<file path="src/rtl/acr_pkg.sv">
// Shared constants and types of the address-resolution cache.
// Used by every module of the block; depends on nothing.
`timescale 1ns / 1ps
package acr_pkg;
    localparam int Entries = 8;
    localparam int IdxW    = $clog2(Entries);
    localparam int CntW    = $clog2(Entries + 1);

    typedef enum logic [1:0] {
        CMD_LEARN   = 2'd0,
        CMD_RESOLVE = 2'd1,
        CMD_GATEWAY = 2'd2,
        CMD_TICK    = 2'd3
    } t_cmd;

    typedef enum logic [2:0] {
        KIND_LEARNED = 3'd0,
        KIND_HIT     = 3'd1,
        KIND_MISS    = 3'd2,
        KIND_REQUEST = 3'd3,
        KIND_GW_ADD  = 3'd4,
        KIND_GW_FULL = 3'd5
    } t_kind;

    localparam logic [1:0] REG_LOCAL_IP = 2'd0;
    localparam logic [1:0] REG_NET_MASK = 2'd1;
    localparam logic [1:0] REG_LIFETIME = 2'd2;
    localparam logic [1:0] REG_HOLDOFF  = 2'd3;

    // One queued command between the front and back parts.
    typedef struct packed {
        t_cmd        cmd;
        logic [31:0] ip;
        logic [47:0] hw;
    } t_item;
endpackage

</file>
<file path="src/rtl/acr_front.sv">
// Front part: input transfer, register file and a two-deep command queue.
// Depends on acr_pkg.
`timescale 1ns / 1ps
module acr_front (
    input  logic               i_clk,
    input  logic               i_rst_n,
    input  logic               i_valid,
    output logic               o_ready,
    input  logic [1:0]         i_command,
    input  logic [31:0]        i_target_ip,
    input  logic [47:0]        i_hw_addr,
    input  logic               i_cfg_valid,
    output logic               o_cfg_ready,
    input  logic [1:0]         i_cfg_index,
    input  logic [31:0]        i_cfg_data,
    output logic [31:0]        o_local_ip,
    output logic [31:0]        o_net_mask,
    output logic [23:0]        o_lifetime,
    output logic [15:0]        o_holdoff,
    output acr_pkg::t_item     o_item,
    output logic               o_item_valid,
    input  logic               i_item_pop
);
    import acr_pkg::*;

    t_item       r_q [2];
    logic        r_wp, r_rp;
    logic [1:0]  r_cnt;
    logic [31:0] r_local_ip, r_net_mask;
    logic [23:0] r_lifetime;
    logic [15:0] r_holdoff;
    logic        push, pop;

    assign o_ready      = (r_cnt != 2'd2);
    assign o_cfg_ready  = 1'b1;
    assign push         = i_valid && o_ready;
    assign pop          = i_item_pop && (r_cnt != 2'd0);
    assign o_item       = r_q[r_rp];
    assign o_item_valid = (r_cnt != 2'd0);
    assign o_local_ip   = r_local_ip;
    assign o_net_mask   = r_net_mask;
    assign o_lifetime   = r_lifetime;
    assign o_holdoff    = r_holdoff;

    // Queue payload needs no reset.
    always_ff @(posedge i_clk) begin
        if (push) begin
            r_q[r_wp] <= '{cmd: t_cmd'(i_command), ip: i_target_ip, hw: i_hw_addr};
        end
    end

    // Queue pointers and configuration registers.
    always_ff @(posedge i_clk) begin
        if (!i_rst_n) begin
            r_wp       <= 1'b0;
            r_rp       <= 1'b0;
            r_cnt      <= 2'd0;
            r_local_ip <= 32'd0;
            r_net_mask <= 32'hFFFF_FF00;
            r_lifetime <= 24'd16384;
            r_holdoff  <= 16'd18;
        end else begin
            if (push) r_wp <= ~r_wp;
            if (pop)  r_rp <= ~r_rp;
            r_cnt <= r_cnt + 2'(push) - 2'(pop);
            if (i_cfg_valid) begin
                unique case (i_cfg_index)
                    REG_LOCAL_IP: r_local_ip <= i_cfg_data;
                    REG_NET_MASK: r_net_mask <= i_cfg_data;
                    REG_LIFETIME: r_lifetime <= i_cfg_data[23:0];
                    REG_HOLDOFF:  r_holdoff  <= i_cfg_data[15:0];
                    default:      r_holdoff  <= r_holdoff;
                endcase
            end
        end
    end
endmodule

</file>
<file path="src/rtl/acr_back.sv">
// Back part: cache store and sequencer that scans entries and emits results.
// Depends on acr_pkg.
`timescale 1ns / 1ps
module acr_back (
    input  logic           i_clk,
    input  logic           i_rst_n,
    input  acr_pkg::t_item i_item,
    input  logic           i_item_valid,
    output logic           o_item_pop,
    input  logic [31:0]    i_local_ip,
    input  logic [31:0]    i_net_mask,
    input  logic [23:0]    i_lifetime,
    input  logic [15:0]    i_holdoff,
    output logic           o_valid,
    input  logic           i_ready,
    output logic [2:0]     o_kind,
    output logic [4:0]     o_entry_index,
    output logic [47:0]    o_hw_out,
    output logic [31:0]    o_request_ip,
    output logic           o_last
);
    import acr_pkg::*;

    typedef enum logic [2:0] {
        ST_IDLE, ST_SCAN, ST_DECIDE, ST_GWREQ, ST_FINAL, ST_OUT
    } t_state;

    t_state            r_state, r_ret;
    logic [31:0]       r_ip [Entries];
    logic [47:0]       r_hw [Entries];
    logic [31:0]       r_stamp [Entries];
    logic [Entries-1:0] r_gw, r_vld;
    logic [31:0]       r_tick, r_next_req;
    t_item             r_cur;
    logic [CntW-1:0]   r_i;
    logic              r_found, r_cand_ok, r_any;
    logic [IdxW-1:0]   r_fidx, r_cand;
    logic              r_needgate;
    logic [2:0]        r_kind;
    logic [4:0]        r_oidx;
    logic [47:0]       r_ohw;
    logic [31:0]       r_orip;
    logic              r_olast;

    logic [IdxW-1:0]   ci;
    logic              fresh_c;
    logic              gate_c;
    logic [32:0]       hold_sum;

    assign ci       = r_i[IdxW-1:0];
    assign fresh_c  = r_vld[ci] &&
        ({1'b0, r_stamp[ci]} + {9'd0, i_lifetime} > {1'b0, r_tick});
    assign gate_c   = ((i_item.ip ^ i_local_ip) & i_net_mask) != 32'd0;
    assign hold_sum = {1'b0, r_tick} + {17'd0, i_holdoff};

    assign o_item_pop    = (r_state == ST_IDLE) && i_item_valid;
    assign o_valid       = (r_state == ST_OUT);
    assign o_kind        = r_kind;
    assign o_entry_index = r_oidx;
    assign o_hw_out      = r_ohw;
    assign o_request_ip  = r_orip;
    assign o_last        = r_olast;

    // Sequencer: one entry examined per cycle while no result waits in ST_OUT; results leave through r_o*.
    always_ff @(posedge i_clk) begin
        if (!i_rst_n) begin
            r_state    <= ST_IDLE;
            r_ret      <= ST_IDLE;
            r_gw       <= '0;
            r_vld      <= '0;
            r_tick     <= 32'd0;
            r_next_req <= 32'd0;
            for (int k = 0; k < Entries; k++) begin
                r_ip[k]    <= 32'd0;
                r_hw[k]    <= 48'd0;
                r_stamp[k] <= 32'd0;
            end
        end else begin
            unique case (r_state)
                ST_IDLE: begin
                    if (i_item_valid) begin
                        r_cur      <= i_item;
                        r_found    <= 1'b0;
                        r_cand_ok  <= 1'b0;
                        r_cand     <= '0;
                        r_any      <= 1'b0;
                        r_needgate <= gate_c;
                        unique case (i_item.cmd)
                            CMD_TICK: begin
                                if (r_tick != 32'hFFFF_FFFF) r_tick <= r_tick + 32'd1;
                            end
                            CMD_GATEWAY: begin
                                r_i     <= CntW'(Entries - 1);
                                r_state <= ST_SCAN;
                            end
                            CMD_RESOLVE: begin
                                // Gateway lookups scan from the top entry down.
                                r_i     <= gate_c ? CntW'(Entries - 1) : '0;
                                r_state <= ST_SCAN;
                            end
                            default: begin
                                r_i     <= '0;
                                r_state <= ST_SCAN;
                            end
                        endcase
                    end
                end
                ST_SCAN: begin
                    unique case (r_cur.cmd)
                        CMD_LEARN: begin
                            // Match search and replacement choice in one pass.
                            if (!r_found && r_ip[ci] == r_cur.ip && (r_vld[ci] || r_gw[ci])) begin
                                r_found <= 1'b1;
                                r_fidx  <= ci;
                            end
                            if (!r_gw[ci] && !r_cand_ok) begin
                                if (!r_vld[ci]) begin
                                    r_cand    <= ci;
                                    r_cand_ok <= 1'b1;
                                end else if (ci == '0 || r_stamp[ci] < r_stamp[r_cand]) begin
                                    r_cand <= ci;
                                end
                            end
                            if (r_i == CntW'(Entries - 1)) r_state <= ST_DECIDE;
                            else r_i <= r_i + 1'b1;
                        end
                        CMD_RESOLVE: begin
                            if (!r_needgate) begin
                                if (r_ip[ci] == r_cur.ip && fresh_c) begin
                                    r_fidx  <= ci;
                                    r_found <= 1'b1;
                                    r_state <= ST_DECIDE;
                                end else if (r_i == CntW'(Entries - 1)) begin
                                    r_state <= ST_DECIDE;
                                end else r_i <= r_i + 1'b1;
                            end else begin
                                if (r_gw[ci]) r_any <= 1'b1;
                                if (r_gw[ci] && fresh_c) begin
                                    r_fidx  <= ci;
                                    r_found <= 1'b1;
                                    r_state <= ST_DECIDE;
                                end else if (r_i == '0) begin
                                    r_state <= ST_DECIDE;
                                end else r_i <= r_i - 1'b1;
                            end
                        end
                        default: begin
                            // Gateway slot search, top down to the half point.
                            if (!r_gw[ci]) begin
                                r_gw[ci]  <= 1'b1;
                                r_vld[ci] <= 1'b0;
                                r_ip[ci]  <= r_cur.ip;
                                r_fidx    <= ci;
                                r_kind    <= KIND_REQUEST;
                                r_oidx    <= '0;
                                r_ohw     <= '0;
                                r_orip    <= r_cur.ip;
                                r_olast   <= 1'b0;
                                r_found   <= 1'b1;
                                r_ret     <= ST_FINAL;
                                r_state   <= ST_OUT;
                            end else if (r_i == CntW'(Entries / 2)) begin
                                r_found <= 1'b0;
                                r_state <= ST_FINAL;
                            end else r_i <= r_i - 1'b1;
                        end
                    endcase
                end
                ST_DECIDE: begin
                    if (r_cur.cmd == CMD_LEARN) begin
                        r_ip[r_found ? r_fidx : r_cand]    <= r_cur.ip;
                        r_hw[r_found ? r_fidx : r_cand]    <= r_cur.hw;
                        r_stamp[r_found ? r_fidx : r_cand] <= r_tick;
                        r_vld[r_found ? r_fidx : r_cand]   <= 1'b1;
                        r_next_req <= 32'd0;
                        r_kind  <= KIND_LEARNED;
                        r_oidx  <= 5'(r_found ? r_fidx : r_cand);
                        r_ohw   <= '0;
                        r_orip  <= '0;
                        r_olast <= 1'b1;
                        r_ret   <= ST_IDLE;
                        r_state <= ST_OUT;
                    end else if (r_found) begin
                        r_kind  <= KIND_HIT;
                        r_oidx  <= 5'(r_fidx);
                        r_ohw   <= r_hw[r_fidx];
                        r_orip  <= '0;
                        r_olast <= 1'b1;
                        r_ret   <= ST_IDLE;
                        r_state <= ST_OUT;
                    end else if (r_tick >= r_next_req) begin
                        r_next_req <= hold_sum[32] ? 32'hFFFF_FFFF : hold_sum[31:0];
                        r_oidx     <= '0;
                        r_ohw      <= '0;
                        if (r_needgate && r_any) begin
                            r_i     <= CntW'(Entries - 1);
                            r_state <= ST_GWREQ;
                        end else begin
                            r_kind  <= KIND_REQUEST;
                            r_orip  <= r_cur.ip;
                            r_olast <= 1'b0;
                            r_ret   <= ST_FINAL;
                            r_state <= ST_OUT;
                        end
                    end else r_state <= ST_FINAL;
                end
                ST_GWREQ: begin
                    // One request per gateway entry, high index first.
                    if (r_gw[ci]) begin
                        r_kind  <= KIND_REQUEST;
                        r_orip  <= r_ip[ci];
                        r_olast <= 1'b0;
                        r_ret   <= (r_i == '0) ? ST_FINAL : ST_GWREQ;
                        r_state <= ST_OUT;
                    end else if (r_i == '0) r_state <= ST_FINAL;
                    if (r_i != '0) r_i <= r_i - 1'b1;
                end
                ST_FINAL: begin
                    r_oidx  <= (r_cur.cmd != CMD_RESOLVE && r_found) ? 5'(r_fidx) : '0;
                    r_ohw   <= '0;
                    r_orip  <= '0;
                    r_olast <= 1'b1;
                    if (r_cur.cmd == CMD_RESOLVE) r_kind <= KIND_MISS;
                    else if (r_found) r_kind <= KIND_GW_ADD;
                    else r_kind <= KIND_GW_FULL;
                    r_ret   <= ST_IDLE;
                    r_state <= ST_OUT;
                end
                ST_OUT: begin
                    if (i_ready) r_state <= r_ret;
                end
                default: r_state <= ST_IDLE;
            endcase
        end
    end
endmodule

</file>
<file path="src/rtl/arp_cache_resolver.sv">
// Top level of the address-resolution cache.
// Depends on acr_pkg, acr_front and acr_back.
`timescale 1ns / 1ps
// An 8-entry IP-to-hardware address cache. Commands enter a two-deep queue
// and a sequencer examines one cache entry per clock while no result transfer
// is stalled. A resolve gives up to five results and a tick none; a stalled
// result transfer holds the sequencer. The per-entry scan sets the rate.
// Configuration writes are taken at any time but should only be made while
// the block is idle.
module arp_cache_resolver (
    input  logic        i_clk,
    input  logic        i_rst_n,
    input  logic        i_valid,
    output logic        o_ready,
    input  logic [1:0]  i_command,
    input  logic [31:0] i_target_ip,
    input  logic [47:0] i_hw_addr,
    input  logic        i_cfg_valid,
    output logic        o_cfg_ready,
    input  logic [1:0]  i_cfg_index,
    input  logic [31:0] i_cfg_data,
    output logic        o_valid,
    input  logic        i_ready,
    output logic [2:0]  o_kind,
    output logic [4:0]  o_entry_index,
    output logic [47:0] o_hw_out,
    output logic [31:0] o_request_ip,
    output logic        o_last
);
    import acr_pkg::*;

    t_item       item;
    logic        item_valid, item_pop;
    logic [31:0] local_ip, net_mask;
    logic [23:0] lifetime;
    logic [15:0] holdoff;

    // Front part: transfers and queue.
    acr_front u_front (
        .i_clk, .i_rst_n, .i_valid, .o_ready, .i_command, .i_target_ip, .i_hw_addr,
        .i_cfg_valid, .o_cfg_ready, .i_cfg_index, .i_cfg_data,
        .o_local_ip(local_ip), .o_net_mask(net_mask), .o_lifetime(lifetime),
        .o_holdoff(holdoff), .o_item(item), .o_item_valid(item_valid),
        .i_item_pop(item_pop)
    );

    // Back part: cache and result sequencer.
    acr_back u_back (
        .i_clk, .i_rst_n, .i_item(item), .i_item_valid(item_valid),
        .o_item_pop(item_pop), .i_local_ip(local_ip), .i_net_mask(net_mask),
        .i_lifetime(lifetime), .i_holdoff(holdoff), .o_valid, .i_ready, .o_kind,
        .o_entry_index, .o_hw_out, .o_request_ip, .o_last
    );
endmodule

</file>
<file path="config.mk">
export PLATFORM = sky130hd
export DESIGN_NAME = arp_cache_resolver
export DESIGN_NICKNAME = d
export VERILOG_FILES = /design/src/rtl/acr_pkg.sv /design/src/rtl/acr_front.sv /design/src/rtl/acr_back.sv /design/src/rtl/arp_cache_resolver.sv
export SDC_FILE = /design/constraint.sdc
export NUM_CORES = 2
export LEC_CHECK = 0
export BUFFER_PORTS_ARGS = -buffer_cell sky130_fd_sc_hd__buf_2
export CAP_MARGIN = 40
export CORE_AREA = 2 2 506 457
export CTS_BUF_LIST = sky130_fd_sc_hd__clkbuf_4
export CTS_CLUSTER_DIAMETER = 200
export CTS_CLUSTER_SIZE = 14
export DETAILED_ROUTE_END_ITERATION = 8
export DIE_AREA = 0 0 508 459
export PLACE_DENSITY = 0.52
export SETUP_SLACK_MARGIN = 0.2
export SLEW_MARGIN = 40
export SYNTH_ARGS = -nofsm -noshare
export SYNTH_HDL_FRONTEND = slang
export SYNTH_HIERARCHICAL = 1
export SYNTH_SLANG_ARGS = --single-unit
</file>
<file path="constraint.sdc">
create_clock -name i_clk -period 11.34 [get_ports i_clk]
set_input_delay 0.567 -clock i_clk [delete_from_list [all_inputs] [get_ports i_clk]]
set_output_delay 0.567 -clock i_clk [all_outputs]
set_load 0.01 [all_outputs]
</file>
==> run metrics <==
status=finished, final reports clean; Slew Viols, Final=0; grt total ovfl=0; register area share after synthesis=60.8%; Distinct cells, synth=92; # rows=167; Vias per Instance=5.06; Avg Inst Size Synth=13.6 um2; clock slew at reported path FFs=0.16 ns; initial drt markers=3415; Slew HR=41.3%; async set or reset register ratio after synthesis=0%; Total GRT Usage=16.7%; worst slack at placement=3.52 ns; worst setup path class=flop to flop; Pwr Total=13.3 mW; DIE HEIGHT=459 um; prevailing post-synth register cell=edfxtp_1; Final Hold Fails=0; combinational share of power=32.5%; power density cells=175 mW/mm2; final setup margin=3.38 ns; Hold Path Class=input port to flop; chip width=508 um; share of layout cells above drive strength 1=17.6%; Yosys Warn Count=6; clock skew=0.0843 ns; Startpoint Class=flop; Peak supply drop=0.101 mV; cell area after synthesis=0.0681 mm2; Detail Placement HPWL=121000 um; Post-CTS Setup Inserts=0; Int Pwr=8.67 mW; fin cells=8337; Final TNS setup=0 ns; WL per Instance=23.8 um; EDFF count, synth=1243; CTS H-tree lvls=3; Pleak=29.1 nW; Core ar.=0.229 mm2; first-pass iteration count of the detailed router=7; FMAX=0.126 GHz; clock share of power=17.8%; drc violations=0; Synth area leader=edfxtp_1; synthesis-stage register bit count=1446; Buffers on Ports=209; drt total wl=198000 um; CTS tree=done; # resized after CTS=0; CTS root buffer=clkbuf_4; CP Max Fanout=29; via count=42213; insertion delay to the later sink of the worst-skew pair=1.25 ns; Final #Nets=5500; Clock Sink Count=1446; Net Sw Frac=34.8%; RSZ-0062 raised after global routing=false; Initial Utilization=29.7%; required time of the worst setup path=12.48 ns; first-pass GRT wire length=293000 um; gpl congestion=0.850; CTS Buf Count=113; initial antenna violation count=27; reg2reg setup slack=3.38 ns; P&R area growth vs syn=11.9%; Crit. End Element=flop; Area contributors post-synth=edfxtp_1, mux4_2, and3_1, dfxtp_1, ha_1; vias in the first global route=42611; largest net degree at the start of global routing=153; Worst Reg-to-Reg Cells=25; hold buffers post-CTS=212; max_cap viols=0; Final Setup Violations=0; post-synthesis instance total=5002; hold slack=0.164 ns; CTS Buffer Depth=3; sequential share of power=49.7%; Switching Power=4.62 mW; area fraction of the dominant cell type after synthesis=54.8%; worst path arrival time=9.10 ns; Cells after DPL=7945; Slew @ Worst Pin=0.881 ns; Tcrit/Tclk final=70.2%; DIE AREA=0.233 mm2; # IOs=213; Final Critical Period=7.96 ns; Final ANT Viol Nets=0
## through the flow
step / cell area (um2) / utilization [%]
after global routing: 76100 / 33.3
final: 76100 / 33.3
after floorplan: 68100 / -
after detailed placement: 72600 / 31.7
after global placement: 72100 / 31.5
after CTS: 76000 / 33.2
## worst max-delay path: stages, from the launching register on
cell and delay (ns):
dfxtp_4 0.64, buf_4 0.62, mux4_2 0.60, mux2_2 0.30, ha_1 0.37, a21o_1 0.20
a21o_1 0.17, a221oi_1 0.38, nor2_1 0.13, a21oi_1 0.28, a31oi_1 0.20, o31ai_1 0.55
nor2_1 0.11, xnor2_1 0.15, ha_1 0.35, nand4_1 0.12, nand2b_1 0.17, nor3_1 0.32
nor4b_1 0.30, a211oi_1 0.15, nor4_1 0.44, buf_4 0.23, nor2_1 0.08, o41a_4 0.53
a21boi_1 0.16, o21ai_1 0.28
## area by class of cell
| type | instances | area (um2) |
|---|---|---|
| Tap cell | 3042 | 3810 |
| Inverter | 98 | 370 |
| Antenna cell | 13 | 32.5 |
| Fill cell | 22332 | 153000 |
| Clock inverter | 5 | 86.3 |
| Sequential cell | 1446 | 41400 |
| Clock buffer | 158 | 1190 |
| Multi-Input combinational cell | 3055 | 24900 |
| Timing Repair Buffer | 520 | 4340 |
## sequential cells by signal, summed over array words and instances, names as in the netlist, 4 cells and up, named ones only
register             cells
u_back/o_hw_out         48
u_back/o_request_ip     32
u_back/r_cur            82
u_back/r_gw              8
u_back/r_hw            384
u_back/r_i               4
u_back/r_ip            256
u_back/r_next_req       32
u_back/r_stamp         256
u_back/r_tick           32
u_back/r_vld             8
u_front/o_holdoff       16
u_front/o_lifetime      24
u_front/o_local_ip      32
u_front/o_net_mask      32
u_front/r_q            164
## layout by cell type, fill, tap and decap left out, drive strengths merged, types with 15 or more instances in the layout
master / Yosys / layout
nor3: 33 / 33
buf: 96 / 307
o21a: 16 / 16
nand3: 65 / 65
and2: 269 / 269
or3: 15 / 15
edfxtp: 1243 / 1243
mux4: 269 / 269
nor2b: 22 / 22
dlygate4sd3: 0 / 212
dfxtp: 203 / 203
xor2: 51 / 51
inv: 97 / 98
o21ai: 120 / 120
a21o: 44 / 44
nand4: 32 / 32
clkbuf: 308 / 159
nand2b: 27 / 27
a22oi: 30 / 30
a22o: 24 / 24
and3: 651 / 651
a21oi: 196 / 196
mux2i: 159 / 159
xnor2: 81 / 81
nor2: 194 / 194
ha: 143 / 143
a211oi: 16 / 16
nand2: 341 / 341
mux2: 116 / 116
## power by group through the flow
stage	clock network, mW	logic, mW	registers [mW]
after global routing	2.65	4.67	6.67
after floorplan	0	3.10	6.45
after CTS	2.49	4.31	6.64
after detailed placement	0	4.24	6.76
after global placement	0	4.16	6.76
final	2.36	4.32	6.61
## cell families (layout without fill, tap and decap cells)
family,count (synthesis),in the layout,synth area share (%)
compound gates,528,528,4.82
xor+xnor,132,132,1.70
fa+ha+maj,145,145,2.69
buf+inv,502,781,3.12
flops,1446,1446,60.8
mux,544,544,13.2
other cells,2,16,0.0110
simple gates,1703,1703,13.7
## worst min-delay path by stage
stage                                             startpoint                                  to  slack [ns]  depth (start not counted)
after detailed placement  u_back/r_next_req[11]$_SDFFE_PN0P_  u_back/r_next_req[11]$_SDFFE_PN0P_        0.43                          2
after global placement    u_back/r_next_req[11]$_SDFFE_PN0P_  u_back/r_next_req[11]$_SDFFE_PN0P_        0.44                          2
after CTS                                      i_hw_addr[10]        u_front/r_q[0][10]$_DFFE_PP_       0.002                          2
final                                          i_hw_addr[10]        u_front/r_q[0][10]$_DFFE_PP_        0.16                          2
after floorplan           u_back/r_next_req[11]$_SDFFE_PN0P_  u_back/r_next_req[11]$_SDFFE_PN0P_        0.42                          2
after global routing                            i_hw_addr[8]         u_front/r_q[0][8]$_DFFE_PP_         0.1                          2
## routing by layer
metal	global-route usage [%]	wire, um
met5	0	116
met2	27.1	93600
met3	2.22	9880
met4	3.73	3600
met1	23.8	91000
## cells in the mapped netlist (6+ instances only)
| cell | instances |
|---|---|
| nand3_1 | 65 |
| o21a_1 | 16 |
| nor3_1 | 32 |
| nand2b_1 | 27 |
| o211ai_1 | 6 |
| and2_1 | 268 |
| a22oi_1 | 30 |
| o21ai_0 | 110 |
| nor4_1 | 13 |
| mux2_2 | 110 |
| o21ai_1 | 10 |
| mux4_2 | 268 |
| nor2b_1 | 22 |
| nor2_1 | 194 |
| xor2_1 | 51 |
| clkbuf_1 | 302 |
| a22o_1 | 24 |
| mux2i_1 | 158 |
| clkbuf_2 | 6 |
| buf_6 | 9 |
| and3_1 | 651 |
| and4_1 | 6 |
| inv_1 | 96 |
| buf_2 | 49 |
| xnor2_1 | 81 |
| nand2_1 | 341 |
| a211oi_1 | 15 |
| buf_1 | 26 |
| a21oi_1 | 196 |
| dfxtp_1 | 203 |
| a221oi_1 | 11 |
| ha_1 | 143 |
| edfxtp_1 | 1243 |
| a31oi_1 | 9 |
| buf_4 | 6 |
| o22ai_1 | 7 |
| a21o_1 | 44 |
| nand4_1 | 32 |
| or3_1 | 15 |
| nand3b_1 | 8 |
No activity file was read; power rests on OpenSTA's default activity.
